==> src/bpe_pkg.sv <==
// Shared types and constants of the bit-plane payload extractor.
`timescale 1ns / 1ps
`default_nettype none

package bpe_pkg;

	localparam int unsigned QUEUE_DEPTH = 4;
	localparam int unsigned QUEUE_AW    = $clog2(QUEUE_DEPTH);

	localparam logic [23:0] COOKIE_TXT  = 24'h545854;
	localparam logic [23:0] COOKIE_IMG  = 24'h494D47;
	localparam logic [4:0]  COOKIE_BITS = 5'd24;
	localparam logic [4:0]  BYTE_BITS   = 5'd8;

	localparam logic [20:0] MAX_CARRIER_PIXELS = 21'd1048576;
	localparam logic [12:0] MAX_TEXT_CHARS     = 13'd4096;

	localparam logic MODE_TEXT  = 1'b0;
	localparam logic MODE_IMAGE = 1'b1;

	localparam logic [2:0] KIND_PAYLOAD   = 3'd0;
	localparam logic [2:0] KIND_HEIGHT    = 3'd1;
	localparam logic [2:0] KIND_WIDTH     = 3'd2;
	localparam logic [2:0] KIND_BADCOOKIE = 3'd3;
	localparam logic [2:0] KIND_TOOLARGE  = 3'd4;
	localparam logic [2:0] KIND_ENDED     = 3'd5;

	localparam logic [2:0] CFG_BIT_PLANE      = 3'd0;
	localparam logic [2:0] CFG_PAYLOAD_MODE   = 3'd1;
	localparam logic [2:0] CFG_MAX_CHARS      = 3'd2;
	localparam logic [2:0] CFG_CARRIER_PIXELS = 3'd3;

	typedef struct packed {
		logic [7:0] pixel_value;
		logic       last_pixel;
	} in_word_t;

	typedef struct packed {
		logic [7:0] byte_value;
		logic [2:0] item_kind;
		logic       end_of_run;
	} out_word_t;

	typedef struct packed {
		logic plane_bit;
		logic last;
	} bit_evt_t;

	typedef struct packed {
		logic [2:0]  bit_plane;
		logic        payload_mode;
		logic [12:0] max_chars;
		logic [20:0] carrier_pixels;
	} cfg_t;

	typedef enum logic [5:0] {
		PH_COOKIE  = 6'b000001,
		PH_TEXT    = 6'b000010,
		PH_HEIGHT  = 6'b000100,
		PH_WIDTH   = 6'b001000,
		PH_PAYLOAD = 6'b010000,
		PH_DONE    = 6'b100000
	} phase_t;

endpackage

`default_nettype wire

==> src/bitplane_payload_extractor.sv <==
// Top level of the bit-plane payload extractor: configuration registers and the three stages.
//
//   Channel   Handshake            Payload
//   input     push / full          in_word   (pixel_value, last_pixel)
//   result    pop / empty          out_word  (byte_value, item_kind, end_of_run)
//   config    cfg_valid/cfg_ready  cfg_index, cfg_data
//
// One pixel word is taken per cycle while full is low; results pass the queue and a register.
// The byte engine consumes one queued bit per cycle while its result word is empty or popped.
// While a result word waits unpopped, bits collect in the four-entry queue and full then rises.
// Reset clears the queue, the engine state and the valid flag, and loads the register defaults.
// Configuration writes are always taken at once.
`timescale 1ns / 1ps
`default_nettype none

module bitplane_payload_extractor (
	input  wire                     clk,
	input  wire                     arst_n,
	input  wire                     push,
	output logic                    full,
	input  wire bpe_pkg::in_word_t  in_word,
	output logic                    empty,
	input  wire                     pop,
	output bpe_pkg::out_word_t      out_word,
	input  wire                     cfg_valid,
	output logic                    cfg_ready,
	input  wire [2:0]               cfg_index,
	input  wire [20:0]              cfg_data
);

	bpe_pkg::cfg_t     cfg_q;
	bpe_pkg::bit_evt_t front_evt;
	bpe_pkg::bit_evt_t queue_evt;
	logic              queue_empty;
	logic              evt_take;

	assign cfg_ready = 1'b1;

	always_ff @(posedge clk or negedge arst_n) begin
		if (!arst_n) begin
			cfg_q.bit_plane      <= 3'd0;
			cfg_q.payload_mode   <= bpe_pkg::MODE_TEXT;
			cfg_q.max_chars      <= bpe_pkg::MAX_TEXT_CHARS;
			cfg_q.carrier_pixels <= 21'd0;
		end else if (cfg_valid && cfg_ready) begin
			unique case (cfg_index)
				bpe_pkg::CFG_BIT_PLANE:      cfg_q.bit_plane      <= cfg_data[2:0];
				bpe_pkg::CFG_PAYLOAD_MODE:   cfg_q.payload_mode   <= cfg_data[0];
				bpe_pkg::CFG_MAX_CHARS:      cfg_q.max_chars      <= cfg_data[12:0];
				bpe_pkg::CFG_CARRIER_PIXELS: cfg_q.carrier_pixels <= cfg_data;
				default: begin
				end
			endcase
		end
	end

	bpe_front u_front (
		.in_word (in_word),
		.cfg     (cfg_q),
		.evt     (front_evt)
	);

	bpe_queue u_queue (
		.clk     (clk),
		.arst_n  (arst_n),
		.wr_en   (push),
		.wr_data (front_evt),
		.full    (full),
		.rd_en   (evt_take),
		.rd_data (queue_evt),
		.empty   (queue_empty)
	);

	bpe_back u_back (
		.clk       (clk),
		.arst_n    (arst_n),
		.cfg       (cfg_q),
		.evt       (queue_evt),
		.evt_valid (!queue_empty),
		.evt_take  (evt_take),
		.out_word  (out_word),
		.empty     (empty),
		.pop       (pop)
	);

endmodule

`default_nettype wire

==> src/bpe_front.sv <==
// Front end: picks the carrier bit out of each pixel word and tags the last pixel.
`timescale 1ns / 1ps
`default_nettype none

module bpe_front (
	input  wire bpe_pkg::in_word_t in_word,
	input  wire bpe_pkg::cfg_t     cfg,
	output bpe_pkg::bit_evt_t      evt
);

	always_comb begin
		evt.plane_bit = in_word.pixel_value[cfg.bit_plane];
		evt.last      = in_word.last_pixel;
	end

endmodule

`default_nettype wire

==> src/bpe_queue.sv <==
// Short queue of extracted bits between the front end and the byte engine.
`timescale 1ns / 1ps
`default_nettype none

module bpe_queue (
	input  wire                clk,
	input  wire                arst_n,
	input  wire                wr_en,
	input  wire bpe_pkg::bit_evt_t wr_data,
	output logic               full,
	input  wire                rd_en,
	output bpe_pkg::bit_evt_t  rd_data,
	output logic               empty
);

	localparam int unsigned AW = bpe_pkg::QUEUE_AW;

	bpe_pkg::bit_evt_t mem_q [bpe_pkg::QUEUE_DEPTH];
	logic [AW-1:0] wr_ptr_q;
	logic [AW-1:0] rd_ptr_q;
	logic [AW:0]   count_q;
	logic          do_wr;
	logic          do_rd;

	assign full    = (count_q == (AW+1)'(bpe_pkg::QUEUE_DEPTH));
	assign empty   = (count_q == '0);
	assign do_wr   = wr_en && !full;
	assign do_rd   = rd_en && !empty;
	assign rd_data = mem_q[rd_ptr_q];

	always_ff @(posedge clk) begin
		if (do_wr) begin
			mem_q[wr_ptr_q] <= wr_data;
		end
	end

	always_ff @(posedge clk or negedge arst_n) begin
		if (!arst_n) begin
			wr_ptr_q <= '0;
			rd_ptr_q <= '0;
			count_q  <= '0;
		end else begin
			if (do_wr) begin
				wr_ptr_q <= wr_ptr_q + AW'(1);
			end
			if (do_rd) begin
				rd_ptr_q <= rd_ptr_q + AW'(1);
			end
			if (do_wr && !do_rd) begin
				count_q <= count_q + (AW+1)'(1);
			end else if (do_rd && !do_wr) begin
				count_q <= count_q - (AW+1)'(1);
			end
		end
	end

endmodule

`default_nettype wire

==> src/bpe_back.sv <==
// Back end: assembles bytes, checks the cookie and header, and holds the result word.
`timescale 1ns / 1ps
`default_nettype none

module bpe_back (
	input  wire                    clk,
	input  wire                    arst_n,
	input  wire bpe_pkg::cfg_t     cfg,
	input  wire bpe_pkg::bit_evt_t evt,
	input  wire                    evt_valid,
	output logic                   evt_take,
	output bpe_pkg::out_word_t     out_word,
	output logic                   empty,
	input  wire                    pop
);

	bpe_pkg::phase_t phase_q;
	bpe_pkg::phase_t phase_d;
	logic [4:0]  bit_count_q;
	logic [4:0]  bit_count_d;
	logic [7:0]  shift_q;
	logic [7:0]  shift_d;
	logic [7:0]  height_q;
	logic [7:0]  height_d;
	logic [15:0] left_q;
	logic [15:0] left_d;
	logic        out_valid_q;
	bpe_pkg::out_word_t out_word_q;

	logic [7:0]  sh;
	logic [4:0]  bc;
	logic [23:0] cookie;
	logic [4:0]  cookie_idx;
	logic [12:0] lim;
	logic [20:0] cap;
	logic [15:0] size;
	logic [16:0] size_plus;
	logic [19:0] need;
	logic        too_large;
	logic        byte_done;
	logic        have;
	logic        eor;
	logic [7:0]  res_byte;
	logic [2:0]  res_kind;
	logic        res_valid;

	always_comb begin
		sh         = {shift_q[6:0], evt.plane_bit};
		bc         = bit_count_q + 5'd1;
		cookie     = (cfg.payload_mode == bpe_pkg::MODE_IMAGE) ?
			bpe_pkg::COOKIE_IMG : bpe_pkg::COOKIE_TXT;
		cookie_idx = bpe_pkg::COOKIE_BITS - bc;
		if (cfg.max_chars == '0) begin
			lim = 13'd1;
		end else if (cfg.max_chars > bpe_pkg::MAX_TEXT_CHARS) begin
			lim = bpe_pkg::MAX_TEXT_CHARS;
		end else begin
			lim = cfg.max_chars;
		end
		cap = (cfg.carrier_pixels > bpe_pkg::MAX_CARRIER_PIXELS) ?
			bpe_pkg::MAX_CARRIER_PIXELS : cfg.carrier_pixels;
		size      = {8'd0, height_q} * {8'd0, sh};
		size_plus = {1'b0, size} + 17'd5;
		need      = {size_plus, 3'b000};
		too_large = ({1'b0, need} > cap);
		byte_done = (bc == bpe_pkg::BYTE_BITS);

		phase_d     = phase_q;
		bit_count_d = bit_count_q;
		shift_d     = shift_q;
		height_d    = height_q;
		left_d      = left_q;
		have        = 1'b0;
		eor         = 1'b0;
		res_byte    = sh;
		res_kind    = bpe_pkg::KIND_PAYLOAD;
		res_valid   = 1'b0;

		if (phase_q != bpe_pkg::PH_DONE) begin
			shift_d     = sh;
			bit_count_d = bc;
			if (phase_q != bpe_pkg::PH_COOKIE && byte_done) begin
				shift_d     = '0;
				bit_count_d = '0;
				have        = 1'b1;
			end
		end

		unique case (phase_q)
			bpe_pkg::PH_COOKIE: begin
				if (evt.plane_bit != cookie[cookie_idx]) begin
					have     = 1'b1;
					eor      = 1'b1;
					res_kind = bpe_pkg::KIND_BADCOOKIE;
					phase_d  = bpe_pkg::PH_DONE;
				end else if (bc == bpe_pkg::COOKIE_BITS) begin
					shift_d     = '0;
					bit_count_d = '0;
					if (cfg.payload_mode == bpe_pkg::MODE_IMAGE) begin
						phase_d = bpe_pkg::PH_HEIGHT;
					end else begin
						phase_d = bpe_pkg::PH_TEXT;
						left_d  = {3'd0, lim};
					end
				end
			end
			bpe_pkg::PH_TEXT: begin
				if (have) begin
					if (sh == '0 || left_q < 16'd2) begin
						eor     = 1'b1;
						left_d  = '0;
						phase_d = bpe_pkg::PH_DONE;
					end else begin
						left_d = left_q - 16'd1;
					end
				end
			end
			bpe_pkg::PH_HEIGHT: begin
				if (have) begin
					height_d = sh;
					res_kind = bpe_pkg::KIND_HEIGHT;
					phase_d  = bpe_pkg::PH_WIDTH;
				end
			end
			bpe_pkg::PH_WIDTH: begin
				if (have) begin
					if (too_large) begin
						res_kind = bpe_pkg::KIND_TOOLARGE;
						eor      = 1'b1;
						phase_d  = bpe_pkg::PH_DONE;
					end else begin
						res_kind = bpe_pkg::KIND_WIDTH;
						left_d   = size;
						if (size == '0) begin
							eor     = 1'b1;
							phase_d = bpe_pkg::PH_DONE;
						end else begin
							phase_d = bpe_pkg::PH_PAYLOAD;
						end
					end
				end
			end
			bpe_pkg::PH_PAYLOAD: begin
				if (have) begin
					if (left_q < 16'd2) begin
						eor     = 1'b1;
						left_d  = '0;
						phase_d = bpe_pkg::PH_DONE;
					end else begin
						left_d = left_q - 16'd1;
					end
				end
			end
			bpe_pkg::PH_DONE: begin
				have = 1'b0;
			end
			default: begin
				phase_d = bpe_pkg::PH_DONE;
			end
		endcase

		if (phase_q == bpe_pkg::PH_DONE) begin
			res_valid = 1'b0;
		end else if (evt.last) begin
			res_valid = 1'b1;
			if (!(have && eor)) begin
				res_byte = sh;
				res_kind = bpe_pkg::KIND_ENDED;
			end
			eor = 1'b1;
		end else begin
			res_valid = have;
		end

		// The last pixel of a carrier always rearms the engine.
		if (evt.last) begin
			phase_d     = bpe_pkg::PH_COOKIE;
			bit_count_d = '0;
			shift_d     = '0;
			height_d    = '0;
			left_d      = '0;
		end
	end

	assign evt_take = evt_valid && (!out_valid_q || pop);
	assign empty    = !out_valid_q;
	assign out_word = out_word_q;

	always_ff @(posedge clk or negedge arst_n) begin
		if (!arst_n) begin
			phase_q     <= bpe_pkg::PH_COOKIE;
			bit_count_q <= '0;
			shift_q     <= '0;
			height_q    <= '0;
			left_q      <= '0;
			out_valid_q <= 1'b0;
		end else begin
			if (evt_take) begin
				phase_q     <= phase_d;
				bit_count_q <= bit_count_d;
				shift_q     <= shift_d;
				height_q    <= height_d;
				left_q      <= left_d;
			end
			if (evt_take && res_valid) begin
				out_valid_q <= 1'b1;
			end else if (pop) begin
				out_valid_q <= 1'b0;
			end
		end
	end

	always_ff @(posedge clk) begin
		if (evt_take && res_valid) begin
			out_word_q.byte_value <= res_byte;
			out_word_q.item_kind  <= res_kind;
			out_word_q.end_of_run <= eor;
		end
	end

endmodule

`default_nettype wire
==> config.mk <==
export PLATFORM = sky130hd
export DESIGN_NAME = bitplane_payload_extractor
export DESIGN_NICKNAME = d
export VERILOG_FILES = /design/src/bpe_pkg.sv /design/src/bitplane_payload_extractor.sv /design/src/bpe_front.sv /design/src/bpe_queue.sv /design/src/bpe_back.sv
export SDC_FILE = /design/constraint.sdc
export NUM_CORES = 1
export LEC_CHECK = 0
export ABC_AREA = 1
export BUFFER_PORTS_ARGS = -buffer_cell sky130_fd_sc_hd__buf_2
export CORE_MARGIN = 2
export CORE_UTILIZATION = 53
export CTS_BUF_LIST = sky130_fd_sc_hd__clkbuf_2
export CTS_CLUSTER_SIZE = 12
export DETAILED_ROUTE_END_ITERATION = 7
export PLACE_DENSITY = 0.79
export SETUP_SLACK_MARGIN = 0.02
export SYNTH_ARGS = -nofsm -noshare
export SYNTH_HDL_FRONTEND = slang
export SYNTH_SLANG_ARGS = --single-unit
==> constraint.sdc <==
create_clock -name clk -period 7.66 [get_ports clk]
set_input_delay 0 -clock clk [delete_from_list [all_inputs] [get_ports clk]]
set_output_delay 0 -clock clk [all_outputs]
set_load 0.02 [all_outputs]
# After elaboration in Yosys (flattened, before gate mapping)
# Memory sizes are Yosys's and may differ from the RTL's.
# Cells that the tools add are included.
[op_classes]
add_sub_neg = 8
mul = 1
order_cmp = 6
eq_ne = 27
n_mux = 78
n_reduce_logical = 32
[ops]
columns = ["cell", "n"]
rows = [
  ["16-bit 2-to-1 mux", 10],
  ["8-bit 2-to-1 mux", 9],
  ["6-bit 2-to-1 mux", 11],
  ["16-bit case mux with 4 select lines", 1],
  ["21-bit 2-to-1 mux", 2],
  ["6-bit case mux with 6 select lines", 1],
  ["5-bit 2-to-1 mux", 6],
  ["13-bit 2-to-1 mux", 2],
  ["3-bit 2-to-1 mux", 8],
  ["1-bit 2-to-1 mux", 22],
  ["20-bit by 21-bit greater-than comparator with 1-bit output", 1],
  ["21-bit greater-than comparator (second input constant)", 1],
  ["3-bit by 2-bit != test with 1-bit output (second input constant)", 7],
  ["9-bit AND reduction", 2],
  ["16-bit by 3-bit adder with 17-bit output (second input constant)", 1],
  ["16-bit zero test", 1],
  ["16-bit by 2-bit less-than comparator with 1-bit output (second input constant)", 1],
  ["8-bit by 8-bit multiplier with 16-bit output", 1],
  ["16-bit by 1-bit subtractor with 16-bit output (second input constant)", 1],
  ["13-bit greater-than comparator (second input constant)", 1],
  ["13-bit zero test", 1],
  ["3-bit != test (second input constant)", 3],
  ["3-bit case mux with 3 select lines", 1],
  ["1-bit logical AND", 8],
  ["36 further kinds", 50],
]
[word_totals]
reg_bits = 101
ramBits = 8
in_bits = 38
output_inout_bits = 15
n_memories = 1
[memory_table]
columns = ["memory", "depth", "word_bits", "rd", "rd_clocked_by_memory_dff", "write_ports", "line", "text"]
rows = [
  ["u_queue.mem_q", 4, 2, 1, 0, 1, "bpe_queue.sv:18", "bpe_pkg::bit_evt_t mem_q [bpe_pkg::QUEUE_DEPTH];"],
]

# Depth between registers and ports, before layout
[logic_depth]
word_depth = 11
mapped_depth = 42

# Cells and area by module
# A second synthesis with hierarchy kept.
[unflattened]
cells_unflattened = 1316
area_unflattened_um2 = 9440.3
[by_module_without_submodules]
columns = ["mod", "n_inst", "cells_each", "area_per_inst_um2"]
rows = [
  ["bpe_back", 1, 1024, 6942.9],
  ["bitplane_payload_extractor", 1, 179, 1592.8],
  ["bpe_queue", 1, 84, 787.0],
  ["bpe_front", 1, 29, 117.6],
]

# Worst setup path before layout
# Ideal clock, no wire load.
[synth_path]
path_kind = "register -> register"
startpoint = "reg u_back.shift_q[6]"
endpoint = "reg u_back.left_q[12]"
setup_ns = 0.117
t_arrival_ns = 5.948
required_time_ns = 7.543
slack_ns = 1.595
stages_incl_launch_ff = 36
n_path_buf = 2
synth_period_minus_slack_ns = 6.065
path_cell_list = "dfrtp_1 > clkbuf_1 > nand2_1 > fa_1 > fa_1 > inv_1 > fa_1 > inv_1 > fa_1 > inv_1 > ha_1 > nand2_1 > nand2_1 > a21oi_1 > nand2_1 > nand2_1 > nand2_1 > inv_1 > nand2_1 > nor3_1 > nand3_1 > xor2_1 > inv_1 > ha_1 > nand2_1 > nor2_1 > nand4_1 > nor3_1 > nand2_1 > nand2_1 > nand2_1 > a21oi_4 > nand2_4 > buf_6 > nand2_1 > nand2_1"
[synth_via]
elab_chain_cells = 6
[synth_lines]
columns = ["item", "line", "text"]
rows = [
  ["from (decl)", "bpe_back.sv:21", "logic [7:0] shift_q;"],
  ["from (signal assigned)", "bpe_back.sv:201", "shift_q <= shift_d;"],
  ["branches (longest 6 deep; another with 20-bit by 21-bit greater-than comparator with 1-bit output)", "--", ""],
  ["to (signal assigned)", "bpe_back.sv:203", "left_q <= left_d;"],
  ["to (decl)", "bpe_back.sv:25", "logic [15:0] left_q;"],
]
# Parallel ways; which one is timed is not known. The select of a mux whose other input is x is not followed.
# A chain may end at the register's enable or synchronous reset.

# Final worst setup path
[layout_path]
startpoint = "reg u_back.shift_q[6]"
endpoint = "reg u_back.left_q[1]"
# Same word-level chain as after synthesis.

==> results.ini <==
[outcome]
status = complete, no violations

[clock_network]
post-cts-setup-buffer-count = 0
clock_insertion_delay_worst_skew_ps = 650
clock-sinks = 108
cts_tree = yes
clockBufferDepth = 2
cts_made_buffers = 9
cts_root_buf = clkbuf_2
clk_pin_slew_ps = 320
htreeDepth = 3

[worst_setup_path]
cp.required_ps = 8190
cp_common_cell = nand2_1
slowest_delay_ps = 610
crit_slowest_cell = dfrtp_1
cp.arrival_ps = 7600
rr_worst_depth = 32
cp-end-kind = register
r2r-start = u_back.shift_q[6]
r2r_end = u_back.left_q[1]
crit_type = register to register
cp-start-kind = register
rrSetupSlack_ps = 590
cp_max_fo = 17

[global_route]
grt_pass1_vias = 8240
overflow = 0
grt_max_degree = 66
grt_pass1_wl_mm = 38.0
track_usage_pct = 26.0
grt_antenna_before_repair = 1

[timing]
fin_crit_sh_pct = 92.2
hold_ws_ps = 90.5
hold_viol = 0
fmax_mhz = 142
fin_tns_setup_ps = 0
timing.slew.headroom_pct = 26.4
tightest_slew_ps = 1100
rsz0062_at_grt = no
setup_viol = 0
setup_slack_ps = 595
period_needed_ps = 7070
finalClockSkew_ps = 55.3
final_max_slew_viol_count = 0

[logic_synthesis]
synth.distinct_cells = 50
postSynthCellCount = 1251
ys.warnings.count = 0
synth_top_area_cell = dfrtp_1
synth-seq-cells = 108
synth-edff-count = 20
synth_area_per_cell_um2 = 7.30
yosys.area.top_type_share_pct = 23.6
synth_area_mm2 = 0.00913
synth-main-ff-cell = dfrtp_1
ys_top_cells_by_area = dfrtp_1, nand2_1, inv_1
synth_fp_nets = 1390
yosysSeqAreaShare_pct = 30.7
synthArstFlopShare_pct = 81.5

[finish]
final_cell_mix = nand2_1, inv_1, nor2_1, nand3_1, dfrtp_1
nNetsFinal = 1472
stdcell_count = 1559
drive_above_1_share_pct = 8.45
nFillCells = 1513
final_core_util_pct = 60.9
area_growth_pct = 11.4
mostFrequentLayoutCell = nand2_1

[min_path]
hold_path_class = input pin to register
min_to = u_queue.mem_q[2][0]
hold_depth = 2
min_from = in_word[0]

[power_and_ir_drop]
pwr_density_cell_mw_per_mm2 = 241
ir_drop_mv = 0.171
p_leak_uw = 0.00566

[route]
wl_mm = 22.3
ant_nets = 0
drt-initial-drc-count = 675
first_pass_iters = 5
routedWlPerCell_um = 14.3
viasPerCell = 5.34
num_vias = 8319
route.detailed.drc = 0

[die]
die_w_um = 135
start_util_pct = 54.7
core_mm2 = 0.0167
std_cell_rows = 47
fp.dieH_um = 135
io_pins = 53
die_area_mm2 = 0.0183

[placed_design]
port_buffers = 51
place_inst = 1490
dp_hpwl_mm = 16.4
post-place-ws_ps = 666
place.gp.congestion = 0.924

[flow_run]
drv_cap = 0

## per-layer routing
layer / global-route usage (%) / wire, um / vias to the layer above / share of wire, %
li1: - / - / 4109 / -
met1: 33.5 / 9870 / 3904 / 44
met2: 43.9 / 10600 / 261 / 48
met3: 3.85 / 1130 / 45 / 5.1
met4: 11.2 / 654 / 0 / 2.9
met5: 0 / 0 / - / 0
## worst max-delay path: cells and delay by family (launching register included)
| kind | cells | cell delay (ps) |
|---|---|---|
| compound gates | 1 | 430 |
| fa+ha+maj | 6 | 2710 |
| simple gates | 20 | 2800 |
| flops | 1 | 610 |
| buf+inv | 5 | 380 |
## synth_stat cells, types with 3 or more instances
master / instances
buf_2: 5
fa_1: 37
xnor2_1: 9
nand3_1: 89
nand2_1: 332
nor3_1: 8
a21oi_1: 33
xor2_1: 23
nor4_1: 6
inv_1: 234
or2_2: 3
clkbuf_1: 28
dfrtp_1: 86
o22ai_1: 14
ha_1: 64
inv_2: 7
nand3b_1: 10
nand4_1: 18
o221ai_1: 3
nor2_2: 4
nor2_1: 91
o21ai_0: 79
mux2_2: 8
buf_4: 3
nand2_2: 3
edfxtp_1: 20
## metrics by stage
stage	cell area, um2	power, uW
after floorplan	9130	1860
after global placement	9530	2130
after detailed placement	9530	2160
after CTS	10200	2440
after global routing	10200	2660
final	10200	2450
## what timing repair did
action                     CTS  global route
gates resized for setup      0             2
hold buffers                52             0
setup endpoints to repair    0            16
hold endpoints to repair   159             0
## state kept, by name, indices dropped and copies added, names as in the netlist, 5 cells and up
| signal | count |
|---|---|
| cfg_q | 38 |
| u_back.bit_count_q | 5 |
| u_back.height_q | 8 |
| u_back.left_q | 16 |
| u_back.out_word | 12 |
| u_back.phase_q | 6 |
| u_back.shift_q | 7 |
| u_queue.mem_q | 8 |
## layout make-up
| class | instances | area [um2] | share of cell area, % |
|---|---|---|---|
| Antenna cell | 1 | 2.50 | 0.0246 |
| Tap cell | 220 | 275 | 2.71 |
| Multi-Input combinational cell | 864 | 5260 | 51.7 |
| Timing Repair Buffer | 108 | 826 | 8.12 |
| Clock buffer | 9 | 45.0 | 0.443 |
| Sequential cell | 108 | 2810 | 27.6 |
| Clock inverter | 7 | 47.5 | 0.468 |
| Inverter | 242 | 908 | 8.93 |
## report_power, final
part / internal (uW) / switching (uW) / leakage, uW / total [uW]
clock network: 44.9 / 197 / 0.0000621 / 242
logic: 424 / 860 / 0.00427 / 1280
registers: 771 / 151 / 0.00132 / 922
## cell families after synthesis
family          share of synthesized area (%)
compound gates                           8.77
xor+xnor                                 3.43
fa+ha+maj                                16.9
buf+inv                                  11.7
flops                                    30.7
mux                                     0.987
other cells                            0.0411
simple gates                             27.4
## worst max-delay path by stage
stage / endpoint / from / slack (ps)
5_1_grt: u_back.left_q[4] / u_back.shift_q[4] / 40
4_1_cts: u_back.left_q[0] / u_back.shift_q[5] / 600
6_report: u_back.left_q[1] / u_back.shift_q[6] / 590
2_1_floorplan: u_back.left_q[12] / u_back.shift_q[6] / 1590
3_5_place_dp: u_back.left_q[0] / u_back.shift_q[6] / 670
3_3_place_gp: u_back.left_q[5] / u_back.shift_q[6] / 880
Note: power is estimated with default switching activity, not from simulation.
